--- config.mk ---
export PLATFORM = sky130hd
export DESIGN_NAME = cfec_front
export DESIGN_NICKNAME = d
export VERILOG_FILES = /design/src/rtl/cfec_pkg.sv /design/src/rtl/cfec_front.sv
export SDC_FILE = /design/constraint.sdc
export NUM_CORES = 1
export LEC_CHECK = 0
export BUFFER_PORTS_ARGS = -buffer_cell sky130_fd_sc_hd__buf_2
export CORE_ASPECT_RATIO = 0.75
export CORE_MARGIN = 2
export CORE_UTILIZATION = 40
export CTS_CLUSTER_SIZE = 12
export DETAILED_ROUTE_END_ITERATION = 6
export HOLD_SLACK_MARGIN = 0.05
export MAX_ROUTING_LAYER = met4
export PLACE_DENSITY = 0.74
export SKIP_LAST_GASP = 1
export SYNTH_ARGS = -nofsm -noshare
export SYNTH_HDL_FRONTEND = slang
export SYNTH_SLANG_ARGS = --single-unit
--- constraint.sdc ---
create_clock -name clk -period 4.5 [get_ports clk]
set_input_delay 0.45 -clock clk [delete_from_list [all_inputs] [get_ports clk]]
set_output_delay 0.45 -clock clk [all_outputs]
set_load 0.005 [all_outputs]
--- src/rtl/cfec_pkg.sv ---
// ----------------------------------------------------------------------------
// cfec_pkg
// shared types and constants of the can frame event classifier
// ----------------------------------------------------------------------------
`default_nettype none
package cfec_pkg;

    localparam int NodeCountDefault = 16;
    localparam int NodeW = 4;

    localparam logic [10:0] GrpFirstCmd  = 11'h640;
    localparam logic [10:0] GrpFirstRep  = 11'h5C0;
    localparam logic [10:0] GrpThird     = 11'h140;
    localparam logic [10:0] GrpMask      = 11'h7F0;
    localparam logic [10:0] IdCylCmd     = 11'h003;
    localparam logic [10:0] IdCylRep     = 11'h103;
    localparam logic [10:0] IdEstop      = 11'h7FF;

    localparam logic [7:0] CmdSetPos     = 8'h86;
    localparam logic [7:0] CmdStart      = 8'h83;
    localparam logic [7:0] CmdStop       = 8'h84;
    localparam logic [7:0] CmdEnable     = 8'h01;
    localparam logic [7:0] RepPosMark    = 8'h3E;
    localparam logic [7:0] CylWrite      = 8'h1A;
    localparam logic [7:0] CylWriteSub   = 8'h05;
    localparam logic [7:0] CylEnable     = 8'h00;
    localparam logic [7:0] CylFeedback   = 8'h2B;
    localparam logic [7:0] CylAck        = 8'h1B;
    localparam logic [7:0] ThSet         = 8'hA4;
    localparam logic [7:0] ThResp        = 8'h92;
    localparam logic [7:0] ThEnable      = 8'h88;

    localparam logic [1:0] RegStale = 2'd0;
    localparam logic [1:0] RegEcho  = 2'd1;
    localparam logic [1:0] RegLimit = 2'd2;

    typedef enum logic [3:0] {
        EV_NONE = 4'd0, EV_SET_POS = 4'd1, EV_START = 4'd2, EV_STOP = 4'd3,
        EV_ENABLE = 4'd4, EV_FEEDBACK = 4'd5, EV_CYL_WRITE = 4'd6,
        EV_CYL_ENABLE = 4'd7, EV_CYL_FEEDBACK = 4'd8, EV_CYL_UNEXPECTED = 4'd9,
        EV_RMD_SET = 4'd10, EV_RMD_ENABLE = 4'd11, EV_ESTOP = 4'd12,
        EV_UNKNOWN = 4'd13
    } event_t;

    // frame classes decided by the front part
    typedef enum logic [2:0] {
        CL_IGNORE, CL_FIRST_CMD, CL_FIRST_REP, CL_CYL_CMD, CL_CYL_REP,
        CL_THIRD, CL_ESTOP, CL_UNKNOWN
    } class_t;

    typedef struct packed {
        class_t      cls;
        logic [3:0]  node;
        logic [10:0] can_id;
        logic [3:0]  len;
        logic [63:0] data;
        logic [31:0] ts;
    } item_t;

    function automatic logic [7:0] byte_at(input logic [63:0] d, input int i);
        return d[63-8*i -: 8];
    endfunction

endpackage
`default_nettype wire

--- src/rtl/cfec_front.sv ---
// ----------------------------------------------------------------------------
// cfec_front
// accepts frames, sorts them by identifier into a class, registers the beat
// ----------------------------------------------------------------------------
`default_nettype none
module cfec_front #(
    parameter int NODE_COUNT = cfec_pkg::NodeCountDefault
) (
    input  wire logic            clk,
    input  wire logic            rst_n,
    input  wire logic            in_valid,
    output logic                 in_ready,
    input  wire logic [10:0]     can_id,
    input  wire logic [3:0]      frame_length,
    input  wire logic [63:0]     data_bytes,
    input  wire logic [31:0]     timestamp_us,
    output logic                 q_valid,
    input  wire logic            q_ready,
    output cfec_pkg::item_t      q_item
);
    import cfec_pkg::*;

    logic   valid_reg;
    item_t  item_reg;
    item_t  item_next;
    logic [10:0] grp;
    logic   node_ok;

    assign in_ready = !valid_reg || q_ready;
    assign q_valid  = valid_reg;
    assign q_item   = item_reg;

    // classify by identifier
    always_comb
    begin
        grp       = can_id & GrpMask;
        node_ok   = ({1'b0, can_id[3:0]} < 5'(NODE_COUNT));
        item_next.node   = can_id[3:0];
        item_next.can_id = can_id;
        item_next.len    = (frame_length > 4'd8) ? 4'd8 : frame_length;
        item_next.data   = data_bytes;
        item_next.ts     = timestamp_us;
        if (grp == GrpFirstCmd)
            item_next.cls = node_ok ? CL_FIRST_CMD : CL_IGNORE;
        else if (grp == GrpFirstRep)
            item_next.cls = node_ok ? CL_FIRST_REP : CL_IGNORE;
        else if (can_id == IdCylCmd)
            item_next.cls = CL_CYL_CMD;
        else if (can_id == IdCylRep)
            item_next.cls = CL_CYL_REP;
        else if (grp == GrpThird)
            item_next.cls = node_ok ? CL_THIRD : CL_IGNORE;
        else if (can_id == IdEstop)
            item_next.cls = CL_ESTOP;
        else
            item_next.cls = CL_UNKNOWN;
    end

    // stage register
    always_ff @(posedge clk or negedge rst_n)
    begin
        if (!rst_n)
            valid_reg <= 1'b0;
        else if (in_ready)
            valid_reg <= in_valid;
    end

    always_ff @(posedge clk)
    begin
        if (in_ready && in_valid)
            item_reg <= item_next;
    end

endmodule
`default_nettype wire

# After elaboration in Yosys (flattened, before gate mapping)
# Index checks and enable logic that the tools add are counted.
word_totals:
  in_bits: 115
  word_cells: 24
  register_bits: 119
  output_inout_bits: 120
op_classes:
  magnitude_cmp: 1
  n_reduce_logical: 4
  eq_ne: 6
  muxes: 5
ops:
  columns: ["op", "n"]
  rows:
  - ["$eq 7x7->1 const B", 2]
  - ["$eq 11x11->1 const B", 1]
  - ["$eq 11x2->1 const B", 1]
  - ["$eq 11x9->1 const B", 1]
  - ["$mux 2", 4]
  - ["$eq 7x5->1 const B", 1]
  - ["$gt 4x4->1 const B", 1]
  - ["$reduce_or 3->1", 1]
  - ["$logic_and 1x1->1", 1]
  - ["$logic_not 1->1", 1]
  - ["$logic_or 1x1->1", 1]
  - ["$mux 1", 1]

# Depth between registers and ports, before layout
# Gate-level depths: netlist of run 1.
depth:
  word_depth: 6
  ltp_mapped: 3

# Least setup slack after synthesis of run 1
# OpenSTA, ideal clock, no wires.
synth_path:
  path_type: "input -> register"
  startpoint: "input port q_ready"
  endpoint: "register item_reg (netlist bit q_item[0]), enable pin"
  cell_stages: 2
  n_path_buf: 0
  arrival_time_ns: 3.247
  slack_ns: 0.767
  setup_time_ns: 0.487
  required_time_ns: 4.013
  path_cell_list: "nand2b_1 -> and2_1"
synth_via:
  elab_chain_len: 2
synth_rtl:
  columns: ["element", "line_no", "text"]
  rows:
  - ["start, declared", "cfec_front.sv:18", "input wire logic q_ready,"]
  - ["$logic_or 1x1->1", "cfec_front.sv:29", "assign in_ready = !valid_reg || q_ready;"]
  - ["$logic_and 1x1->1", "cfec_front.sv:70", "if (in_ready && in_valid)"]
  - ["end signal, assigned", "cfec_front.sv:71", "item_reg <= item_next;"]
  - ["end, declared", "cfec_front.sv:24", "item_t item_reg;"]
# No other way between the ends.
# A chain may end at the register's enable or synchronous reset.

# Worst setup path after layout of run 1
layout_path:
  startpoint: "register valid_reg (netlist: q_valid)"
  endpoint: "register item_reg (netlist bit q_item[88]), enable pin"
layout_via:
  elab_chain_len: 3
layout_rtl:
  columns: ["element", "line_no", "text"]
  rows:
  - ["start, declared", "cfec_front.sv:23", "logic valid_reg;"]
  - ["start signal, assigned", "cfec_front.sv:65", "valid_reg <= in_valid;"]
  - ["$logic_not 1->1", "cfec_front.sv:29", null]
  - ["$logic_or 1x1->1", "cfec_front.sv:29", null]
  - ["$logic_and 1x1->1", "cfec_front.sv:70", null]
# No other way between the ends.

==> summary.txt, run 1 <==
Slew headroom -> 46.5%
CTS Buf Count -> 17
Hold Path Class -> input port to register
Post-synth EDFFs -> 114
VDD IR-drop max -> 0.307 mV
Drt wl/cell -> 15.2 µm
LEAKAGE -> 2.35 nW
Int Pwr -> 0.00212 W
Nets@finish -> 510
Final setup viols -> 0
Worst skew pair latency -> 0.40 ns
DRC Markers -> 0
Async S/R FF share, synth -> 0.870%
Worst-path clk slew -> 0.05 ns
Core Util, Final -> 61.5%
Power Density -> 477 nW/µm²
Die span in x -> 115 µm
Post-synthesis cell count -> 144
CP Data Required Time -> 4.57 ns
Detailed Routing Iterations Pass 1 -> 4
I/O pin cnt -> 235
Initial drt markers -> 118
Sw Ratio -> 19.6%
H-tree levels -> 4
Largest net degree at the start of global routing -> 63
Final hold vios -> 0
Post-synthesis sequential area ratio -> 93.5%
Number of global-route vias before repair -> 2259
Post-synthesis xor/xnor area fraction -> 0%
Final WL -> 7900 µm
Core Box Area -> 9010 µm²
Post-cts repair resize count -> 0
Area leader, netlist -> edfxtp_1
F_max -> 504 MHz
Clock Tree Buf Depth -> 2
# rows -> 30
Post-DP HPWL -> 5760 µm
Largest family of logic cells by synthesized area -> simple AND/OR/NAND/NOR gates
Via-per-instance ratio -> 4.44
Period utilisation layout -> 44.1%
Status -> complete, no violations
Most used DFF post-synth -> edfxtp_1
DP Area -> 4980 µm²
GRT Overall Usage -> 16.1%
CTS sink count -> 115
Min cycle time layout -> 1.98 ns
Share of the synthesized area in the top cell type -> 92.8%
Max Cap Viol -> 0
RSZ-0062 raised after global routing -> no
Die area -> 10000 µm²
CTS Root Cell -> clkbuf_16
Area Overhead vs Synth -> 50.4%
Final antenna-violating net count -> 0
Flop and latch count out of synthesis -> 115
Worst Clk Skew -> 0.00710 ns
Final Power -> 0.00264 W
Gpl congestion -> 0.741
CP Launch Type -> register
Synth Area in Compound Gates -> 1.70%
Clock share of power -> 46.3%
Adder-cell share of the synthesized area -> 0%
Proportion of power drawn by combinational gates -> 5.8%
Simple-Gate Fraction of Synth Area -> 3.56%
Most frequent cell after synthesis -> edfxtp_1
Yosys warnings -> 0
Die Ht -> 87.2 µm
Total grt overflow -> 0
Initial antenna violation count -> 1
Mux share of post-synthesis cell area -> 0%
Filler cells -> 677
CTS tree -> yes
Crit-path max FO -> 62
Post-synthesis instance area -> 3690 µm²
First-pass GRT wire length -> 11100 µm
Synth cell types -> 22
CP Capture Type -> register
Share of layout cells above drive strength 1 -> 65.2%
Syn nets -> 259
Via Count -> 2315
Syn Area/Cell -> 25.6 µm²
Post-route cell area -> 5540 µm²
Worst Max-Slew Pin Slew -> 0.802 ns
Sequential fraction of design power -> 47.8%
Max Slew Vio Count -> 0
Worst EP arrival -> 2.05 ns
Switching power -> 0.000519 W
Starting Density -> 40.9%
Synth top area cells -> edfxtp_1 93%, buf_4 0.81%, a2111oi_4 0.75%, nand4bb_4 0.75%, dfrtp_1 0.68%
Hold WS -> 0.221 ns
Total negative slack -> 0 ns
Crit Path Class -> register to register
Synth top cells by count -> 114 x edfxtp_1, 4 x buf_4, 3 x inv_1, 3 x nor2b_1
PortBufs -> 234
==> power groups by stage <==
stage	clock, W	combinational, W	sequential (W)
global placement	0	0.000153	0.00128
floorplan	0	0.0000293	0.00130
finish	0.00122	0.000154	0.00126
detailed placement	0	0.000157	0.00128
CTS	0.00125	0.000158	0.00126
global route	0.00130	0.000171	0.00127
==> worst max-delay path: stages, from the launching register on <==
cell and delay [ns]:
dfrtp_1 0.37, nand2b_1 0.11, and2_4 0.69, buf_4 0.45
==> cells by family after synthesis <==
| logic type | after synthesis |
|---|---|
| flops | 115 |
| simple gates | 15 |
| buf+inv | 8 |
| compound gates | 6 |
==> registers in the layout (all words and copies together), names as in the netlist <==
signal	count
q_item	114
q_valid	1
==> per-stage QoR <==
| step | worst slack [ns] | std cells |
|---|---|---|
| 2_1_floorplan | 0.767 | 144 |
| 3_3_place_gp | 2.37 | 487 |
| 3_5_place_dp | 2.30 | 487 |
| 4_1_cts | 2.48 | 520 |
| 5_1_grt | 2.36 | 521 |
| 6_report | 2.52 | 521 |
==> routing by layer <==
layer,track usage (%),routed length [µm]
met5,-,0
met4,7.56,76
met3,8.70,958
met2,24.4,3820
met1,17.3,3040
==> path summary, 6_finish.rpt <==
check,startpoint,to,slack (ns),depth (start not counted)
max,q_valid,q_item[88],2.52,3
min,data_bytes[15],q_item[47],0.22,1
max reg2reg,q_valid,q_item[88],2.52,3
min reg2reg,q_valid,q_valid,0.54,2
max in group asynchronous,rst_n,q_valid,4.06,2
min in group asynchronous,rst_n,q_valid,0.36,2
==> layout by cell type, fill, tap and decap left out, types with 2 or more instances in the layout <==
master	count
clkinv_2	3
clkinvlp_4	3
clkbuf_16	17
buf_2	234
nand4_1	2
buf_4	2
inv_1	3
nand2b_1	2
bufinv_16	2
nor2b_1	3
edfxtp_1	114
clkinv_1	6
==> cell type report <==
class,count,area [µm²],share of cell area [%]
clock inverters,14,120,2.17
flip-flops and latches,115,3450,62.2
diodes,1,2.50,0.0451
clock buffers,18,429,7.74
well taps,112,140,2.53
multi-input cells,21,196,3.54
repair buffers,237,1200,21.6
inverters,3,11.3,0.203
==> repair_timing <==
item / 4_1_cts / 5_1_grt
setup buffers: 0 / 0
endpoints found under the hold margin: 1 / 0
endpoints found under the setup margin: 0 / 0
hold buffers: 1 / 0
Note: power is estimated with default switching activity, not from simulation.
==> run 2: changes to the inputs <==
--- a/config.mk
+++ b/config.mk
@@ -8,7 +8,7 @@
 export BUFFER_PORTS_ARGS = -buffer_cell sky130_fd_sc_hd__buf_2
 export CORE_ASPECT_RATIO = 0.75
 export CORE_MARGIN = 2
-export CORE_UTILIZATION = 40
+export CORE_UTILIZATION = 38
 export CTS_CLUSTER_SIZE = 12
 export DETAILED_ROUTE_END_ITERATION = 6
 export HOLD_SLACK_MARGIN = 0.05
==> constraint.sdc (replaced) <==
create_clock -name clk -period 1.7 [get_ports clk]
set_input_delay 0.17 -clock clk [delete_from_list [all_inputs] [get_ports clk]]
set_output_delay 0.17 -clock clk [all_outputs]
set_load 0.005 [all_outputs]
==> summary.txt, run 2 <==
Status -> did not finish
Failing step -> clock tree synthesis
Stop err -> [ERROR RSZ-0060] Max buffer count reached.
Post-synthesis instance area -> 3690 µm²
Post-cts repair resize count -> 0
Post-DP HPWL -> 6250 µm
Async S/R FF share, synth -> 0.870%
Most used DFF post-synth -> edfxtp_1
PortBufs -> 234
CTS Buf Count -> 17
Area leader, netlist -> edfxtp_1
I/O pin cnt -> 235
# rows -> 31
Yosys warnings -> 0
Clock Tree Buf Depth -> 2
Post-synth EDFFs -> 114
Post-CTS Setup Inserts -> 0
Die Ht -> 89.3 µm
Syn nets -> 259
CTS Hold Bufs -> 109
Syn Area/Cell -> 25.6 µm²
Post-synthesis cell count -> 144
Most frequent cell after synthesis -> edfxtp_1
Die span in x -> 118 µm
Share of the synthesized area in the top cell type -> 92.8%
Synth top area cells -> edfxtp_1 93%, buf_4 0.81%, a2111oi_4 0.75%, nand4bb_4 0.75%, dfrtp_1 0.68%
Post-synthesis sequential area ratio -> 93.5%
Starting Density -> 38.6%
Gpl congestion -> 0.733
Synth cell types -> 22
CTS Root Cell -> clkbuf_16
H-tree levels -> 4
Synth top cells by count -> 114 x edfxtp_1, 4 x buf_4, 3 x inv_1, 3 x nor2b_1
CTS sink count -> 115
Flop and latch count out of synthesis -> 115
run 2: cell counts after synthesis:
Identical to the previous run, type by type.
run 2: cell families after synthesis:
logic type / Yosys count / share of synthesized area [%]
and+or+nand+nor: 15 / 3.56
buffers and inverters: 8 / 1.22
DFF: 115 / 93.5
AOI/OAI and AO/OA: 6 / 1.70
run 2: metrics by stage:
step	instance area, µm²	util, %	worst slack [ns]	cells
floorplan	3690	-	-0.0775	144
global placement	5030	52.7	0.413	507
detailed placement	5030	52.7	0.363	507
==> run 3: changes to the inputs <==
==> config.mk (replaced) <==
export PLATFORM = sky130hd
export DESIGN_NAME = cfec_front
export DESIGN_NICKNAME = d
export VERILOG_FILES = /design/src/rtl/cfec_pkg.sv /design/src/rtl/cfec_front.sv
export SDC_FILE = /design/constraint.sdc
export NUM_CORES = 1
export LEC_CHECK = 0
export BUFFER_PORTS_ARGS = -buffer_cell sky130_fd_sc_hd__buf_2
export CORE_MARGIN = 2
export CORE_UTILIZATION = 25
export DETAILED_ROUTE_END_ITERATION = 6
export PLACE_DENSITY_LB_ADDON = 0.15
export SKIP_LAST_GASP = 1
export SYNTH_ARGS = -nofsm -noshare
export SYNTH_HDL_FRONTEND = slang
export SYNTH_SLANG_ARGS = --single-unit
==> constraint.sdc (replaced) <==
create_clock -name clk -period 2.2 [get_ports clk]
set_input_delay 0.22 -clock clk [delete_from_list [all_inputs] [get_ports clk]]
set_output_delay 0.22 -clock clk [all_outputs]
set_load 0.005 [all_outputs]
==> summary.txt, run 3 (synthesis gave the netlist of run 1 again) <==
CTS Root Cell -> clkbuf_16
CTS Hold Bufs -> 96
Die area -> 15700 µm²
LEAKAGE -> 2.78 nW
Max Slew Vio Count -> 0
CTS Buf Count -> 17
Drt wl/cell -> 15.2 µm
CTS sink count -> 115
FF-to-FF End -> q_item[106]
Die span in x -> 125 µm
Worst Max-Slew Pin Slew -> 0.614 ns
GRT Overall Usage -> 13.3%
Worst min-delay path startpoint -> data_bytes[14]
Clock Tree Buf Depth -> 2
Die Ht -> 125 µm
R2R cell count -> 3
# rows -> 44
Worst path max stage delay -> 0.45 ns
Final setup viols -> 0
Antenna Cells -> 0
Via-per-instance ratio -> 3.94
DRC Markers -> 0
CP Launch Type -> register
Total grt overflow -> 0
VDD IR-drop max -> 0.471 mV
Final setup margin -> 0.651 ns
Slew headroom -> 59.1%
Hold Path Class -> input port to register
Most frequent cells in the layout -> 234 x buf_2, 114 x edfxtp_1, 96 x dlygate4sd3_1
PortBufs -> 234
Final Power -> 0.00594 W
Final hold vios -> 0
Max reg flops -> 114
CP Data Required Time -> 2.23 ns
Area Overhead vs Synth -> 80.5%
Post-Place Cells -> 558
Via Count -> 2692
CP top delay family -> buffers and inverters
Post-cts repair resize count -> 0
I/O pin cnt -> 235
Slowest CP cell -> buf_12
Starting Density -> 25.5%
Largest net degree at the start of global routing -> 115
Reg-to-reg critical path startpoint -> q_valid
CP Depth -> 3
DR WL met2 -> 5200 µm
Worst EP arrival -> 1.58 ns
Final WL -> 10400 µm
Setup crit end -> q_item[106]
Highest Signal Layer -> met4
H-tree levels -> 4
Worst Clk Skew -> 0.00345 ns
Post-route non-filler standard cell count -> 684
Number of global-route vias before repair -> 2922
Met3 WL post-DR -> 808 µm
RSZ-0062 raised after global routing -> no
Period utilisation layout -> 70.4%
Crit-path cells -> nand2b_1 -> and2_4 -> buf_12
Worst Path Buf+Inv -> 1
Post-CTS Setup Inserts -> 0
Pre-CTS WS -> 0.665 ns
CTS tree -> yes
Crit Path Class -> register to register
Initial drt markers -> 140
Crit-path max FO -> 114
FF-to-FF setup slack -> 0.65 ns
Min cycle time layout -> 1.55 ns
Initial antenna violation count -> 0
Total negative slack -> 0 ns
Detailed Routing Iterations Pass 1 -> 4
Length of routed wiring on met1 -> 4070 µm
Worst-path clk slew -> 0.05 ns
Status -> complete, no violations
Gpl congestion -> 0.751
Worst skew pair latency -> 0.40 ns
Commonest non-fill, non-tap cell in the layout -> buf_2
CP Capture Type -> register
Core Box Area -> 14500 µm²
Power Density -> 893 nW/µm²
F_max -> 646 MHz
First-pass GRT wire length -> 15600 µm
Nets@finish -> 604
CP Launch Point -> q_valid
Share of layout cells above drive strength 1 -> 53.4%
Final antenna-violating net count -> 0
Max Cap Viol -> 0
run 3: per-layer routing:
| metal | global-route usage (%) | up-vias |
|---|---|---|
| li1 | - | 1266 |
| met1 | 14.4 | 1266 |
| met2 | 22.2 | 138 |
| met3 | 5.31 | 22 |
| met4 | 7.32 | 0 |
| met5 | 0 | - |
run 3: layout make-up:
type,instances,area (µm²)
fill,1311,7820
sequential,115,3450
multi-input combinational,21,196
tap,184,230
clock inverter,11,185
clock buffer,19,433
inverter,3,11.3
timing repair buffer,331,2150
run 3: worst min path at each step:
stage                 endpoint  slack, ns  cells past startpoint
floorplan              q_valid      -0.08                      0
detailed placement     q_valid     -0.004                      1
finish              q_item[46]       0.02                      1
global placement       q_valid     -0.004                      1
global route        q_item[46]     0.0008                      1
CTS                 q_item[46]      0.009                      1
run 3: per-stage QoR:
| step | instance area (µm²) | hold slack, ns | utilization (%) |
|---|---|---|---|
| global placement | 5080 | -0.00444 | 35.1 |
| CTS | 6660 | 0.00888 | 46.0 |
| finish | 6660 | 0.0202 | 46.0 |
| floorplan | 3690 | -0.0756 | - |
| detailed placement | 5080 | -0.00369 | 35.1 |
| global route | 6660 | 0.000769 | 46.0 |
run 3: where the power goes:
part / internal (W) / leakage [nW] / total, W / switching [W]
clock: 0.00199 / 0.300 / 0.00289 / 0.000905
combinational: 0.000270 / 1.39 / 0.000467 / 0.000197
sequential: 0.00256 / 1.09 / 0.00258 / 0.0000269
total: 0.00481 / 2.78 / 0.00594 / 0.00113
==> run 4: changes to the inputs <==
--- a/config.mk
+++ b/config.mk
@@ -5,6 +5,7 @@
 export SDC_FILE = /design/constraint.sdc
 export NUM_CORES = 1
 export LEC_CHECK = 0
+export ABC_AREA = 1
 export BUFFER_PORTS_ARGS = -buffer_cell sky130_fd_sc_hd__buf_2
 export CORE_MARGIN = 2
 export CORE_UTILIZATION = 25
==> constraint.sdc (replaced) <==
create_clock -name clk -period 1.5 [get_ports clk]
set_input_delay 0.15 -clock clk [delete_from_list [all_inputs] [get_ports clk]]
set_output_delay 0.15 -clock clk [all_outputs]
set_load 0.005 [all_outputs]
==> summary.txt, run 4 <==
Status -> complete, no violations
CTS Root Cell -> clkbuf_16
Die Ht -> 126 µm
Post-route cell area -> 6820 µm²
Worst Clk Skew -> 0.00667 ns
Initial drt markers -> 130
Max reg flops -> 114
Crit-path cells -> a21oi_4 -> buf_12
First-pass GRT wire length -> 14200 µm
Synth top area cells -> edfxtp_1 92%, nand2_1 1.9%, nor2_1 1.6%, inv_1 1.4%, buf_4 0.81%
DP Area -> 5140 µm²
Hold Path Class -> input port to asynchronous set/reset pin
Most used DFF post-synth -> edfxtp_1
# rows -> 44
Final antenna-violating net count -> 0
Most frequent cell after synthesis -> edfxtp_1
Worst path max stage delay -> 0.41 ns
Worst skew pair latency -> 0.40 ns
Die area -> 15900 µm²
Syn nets -> 293
Nets@finish -> 653
Post-route non-filler standard cell count -> 736
Proportion of power drawn by combinational gates -> 8.4%
Post-cts repair resize count -> 0
Period utilisation layout -> 89.6%
Final hold vios -> 0
Post-Place Cells -> 593
Synth top cells by count -> 114 x edfxtp_1, 19 x nand2_1, 16 x nor2_1
Post-DP HPWL -> 6500 µm
Number of global-route vias before repair -> 2831
CP Capture Type -> register
Initial antenna violation count -> 1
Starting Density -> 25.6%
Crit-path max FO -> 58
Final setup viols -> 0
Worst-path clk slew -> 0.05 ns
Filler cells -> 1306
I/O pin cnt -> 235
CTS Buf Count -> 17
Total grt overflow -> 0
Slew headroom -> 77.7%
CTS sink count -> 115
Area leader, netlist -> edfxtp_1
CTS tree -> yes
Area Overhead vs Synth -> 83.1%
Final WL -> 9550 µm
Post-synthesis instance area -> 3730 µm²
H-tree levels -> 4
Crit Path Class -> register to register
CP Data Required Time -> 1.57 ns
Post-synthesis sequential area ratio -> 92.5%
Share of the synthesized area in the top cell type -> 91.9%
Yosys warnings -> 0
Slowest CP cell -> dfrtp_1
LEAKAGE -> 2.93 nW
CP top delay family -> flip-flops
Total negative slack -> 0 ns
Flop and latch count out of synthesis -> 115
Largest net degree at the start of global routing -> 59
Via Count -> 2795
GRT Overall Usage -> 11.9%
PortBufs -> 234
Post-synth EDFFs -> 114
Pre-CTS WS -> 0.168 ns
Core Util, Final -> 47.0%
Worst EP arrival -> 1.41 ns
Core Box Area -> 14500 µm²
Clock Tree Buf Depth -> 2
Max Cap Viol -> 0
Most frequent cells in the layout -> 234 x buf_2, 114 x edfxtp_1, 110 x dlygate4sd3_1
Syn Area/Cell -> 20.9 µm²
F_max -> 744 MHz
Commonest non-fill, non-tap cell in the layout -> buf_2
Switching power -> 0.00167 W
Drt wl/cell -> 13.0 µm
Sw Ratio -> 19.8%
Worst Path Buf+Inv -> 1
Post-synthesis cell count -> 178
Int Pwr -> 0.00675 W
Clock share of power -> 46.6%
Gpl congestion -> 0.693
Via-per-instance ratio -> 3.80
Min cycle time layout -> 1.34 ns
Final setup margin -> 0.156 ns
Max Slew Vio Count -> 0
DRC Markers -> 0
Sequential fraction of design power -> 45.0%
Detailed Routing Iterations Pass 1 -> 3
RSZ-0062 raised after global routing -> no
Async S/R FF share, synth -> 0.870%
Worst Max-Slew Pin Slew -> 0.335 ns
Share of layout cells above drive strength 1 -> 48.8%
Die span in x -> 126 µm
Synth cell types -> 15
CP Launch Type -> register
VDD IR-drop max -> 1.17 mV
Power Density -> 1230 nW/µm²
run 4: changes by cell type after synthesis, moves of 2 or more:
cell,delta
nand2_1,+19
nor2_1,+15
inv_1,+11
nor2b_1,-3
nand2b_1,-2
nand4_1,-2
nor2_2,+2
run 4: kinds of logic (layout without fill, tap and decap cells):
| group | count (synthesis) | count (layout) | synth area share, % |
|---|---|---|---|
| AND/OR/NAND/NOR | 41 | 41 | 4.70 |
| AO/OA/AOI/OAI | 2 | 2 | 0.336 |
| other | 0 | 1 | 0 |
| buffers and inverters | 20 | 393 | 2.42 |
| flip-flops | 115 | 115 | 92.5 |
run 4: worst paths after layout:
| check | from | end | slack, ns | cells after the start |
|---|---|---|---|---|
| worst max-delay path | q_valid | q_item[61] | 0.16 | 2 |
| worst min-delay path | rst_n | q_valid | 0.04 | 2 |
| worst max register to register | q_valid | q_item[61] | 0.16 | 2 |
| worst min register to register | q_valid | q_valid | 0.57 | 2 |
| max in group asynchronous | rst_n | q_valid | 1.38 | 2 |
| min in group clk | q_ready | q_valid | 0.04 | 4 |
run 4: metal layers:
metal / part of all wire (%) / global-route usage (%) / wire (µm)
met1: 39 / 12.8 / 3700
met2: 50 / 19.6 / 4760
met3: 9.2 / 5.56 / 880
met4: 2.2 / 6.53 / 212
met5: 0 / 0 / 0
run 4: power groups by stage:
| stage | registers, W | clock network [W] | logic [W] |
|---|---|---|---|
| 2_1_floorplan | 0.00389 | 0 | 0.0000984 |
| 3_3_place_gp | 0.00385 | 0 | 0.000491 |
| 3_5_place_dp | 0.00385 | 0 | 0.000497 |
| 4_1_cts | 0.00379 | 0.00405 | 0.000723 |
| 5_1_grt | 0.00381 | 0.00415 | 0.000773 |
| 6_report | 0.00379 | 0.00392 | 0.000709 |
run 4: per-stage QoR:
| stage | power (W) | hold slack, ns |
|---|---|---|
| floorplan | 0.00399 | -0.146 |
| global placement | 0.00434 | -0.0741 |
| detailed placement | 0.00435 | -0.0714 |
| CTS | 0.00857 | 0.0159 |
| global route | 0.00873 | 0.0256 |
| finish | 0.00842 | 0.0368 |
run 4: worst register-to-register path, cell delays in order (launching register included):
cell	delay, ns
dfrtp_1	0.41
a21oi_4	0.23
buf_12	0.30
run 4: repair_timing:
item,CTS,global route
endpoints found under the setup margin,0,0
hold endpoints to repair,110,0
hold buffers,110,0
buffers inserted,0,0
run 4: cell type report:
| type | count | area [µm²] | area share, % |
|---|---|---|---|
| timing repair buffer | 346 | 2310 | 33.9 |
| multi-input combinational | 43 | 199 | 2.92 |
| clock buffer | 20 | 437 | 6.40 |
| inverter | 15 | 56.3 | 0.825 |
| tap | 184 | 230 | 3.37 |
| sequential | 115 | 3450 | 50.5 |
| clock inverter | 12 | 139 | 2.04 |
| antenna | 1 | 2.50 | 0.0367 |
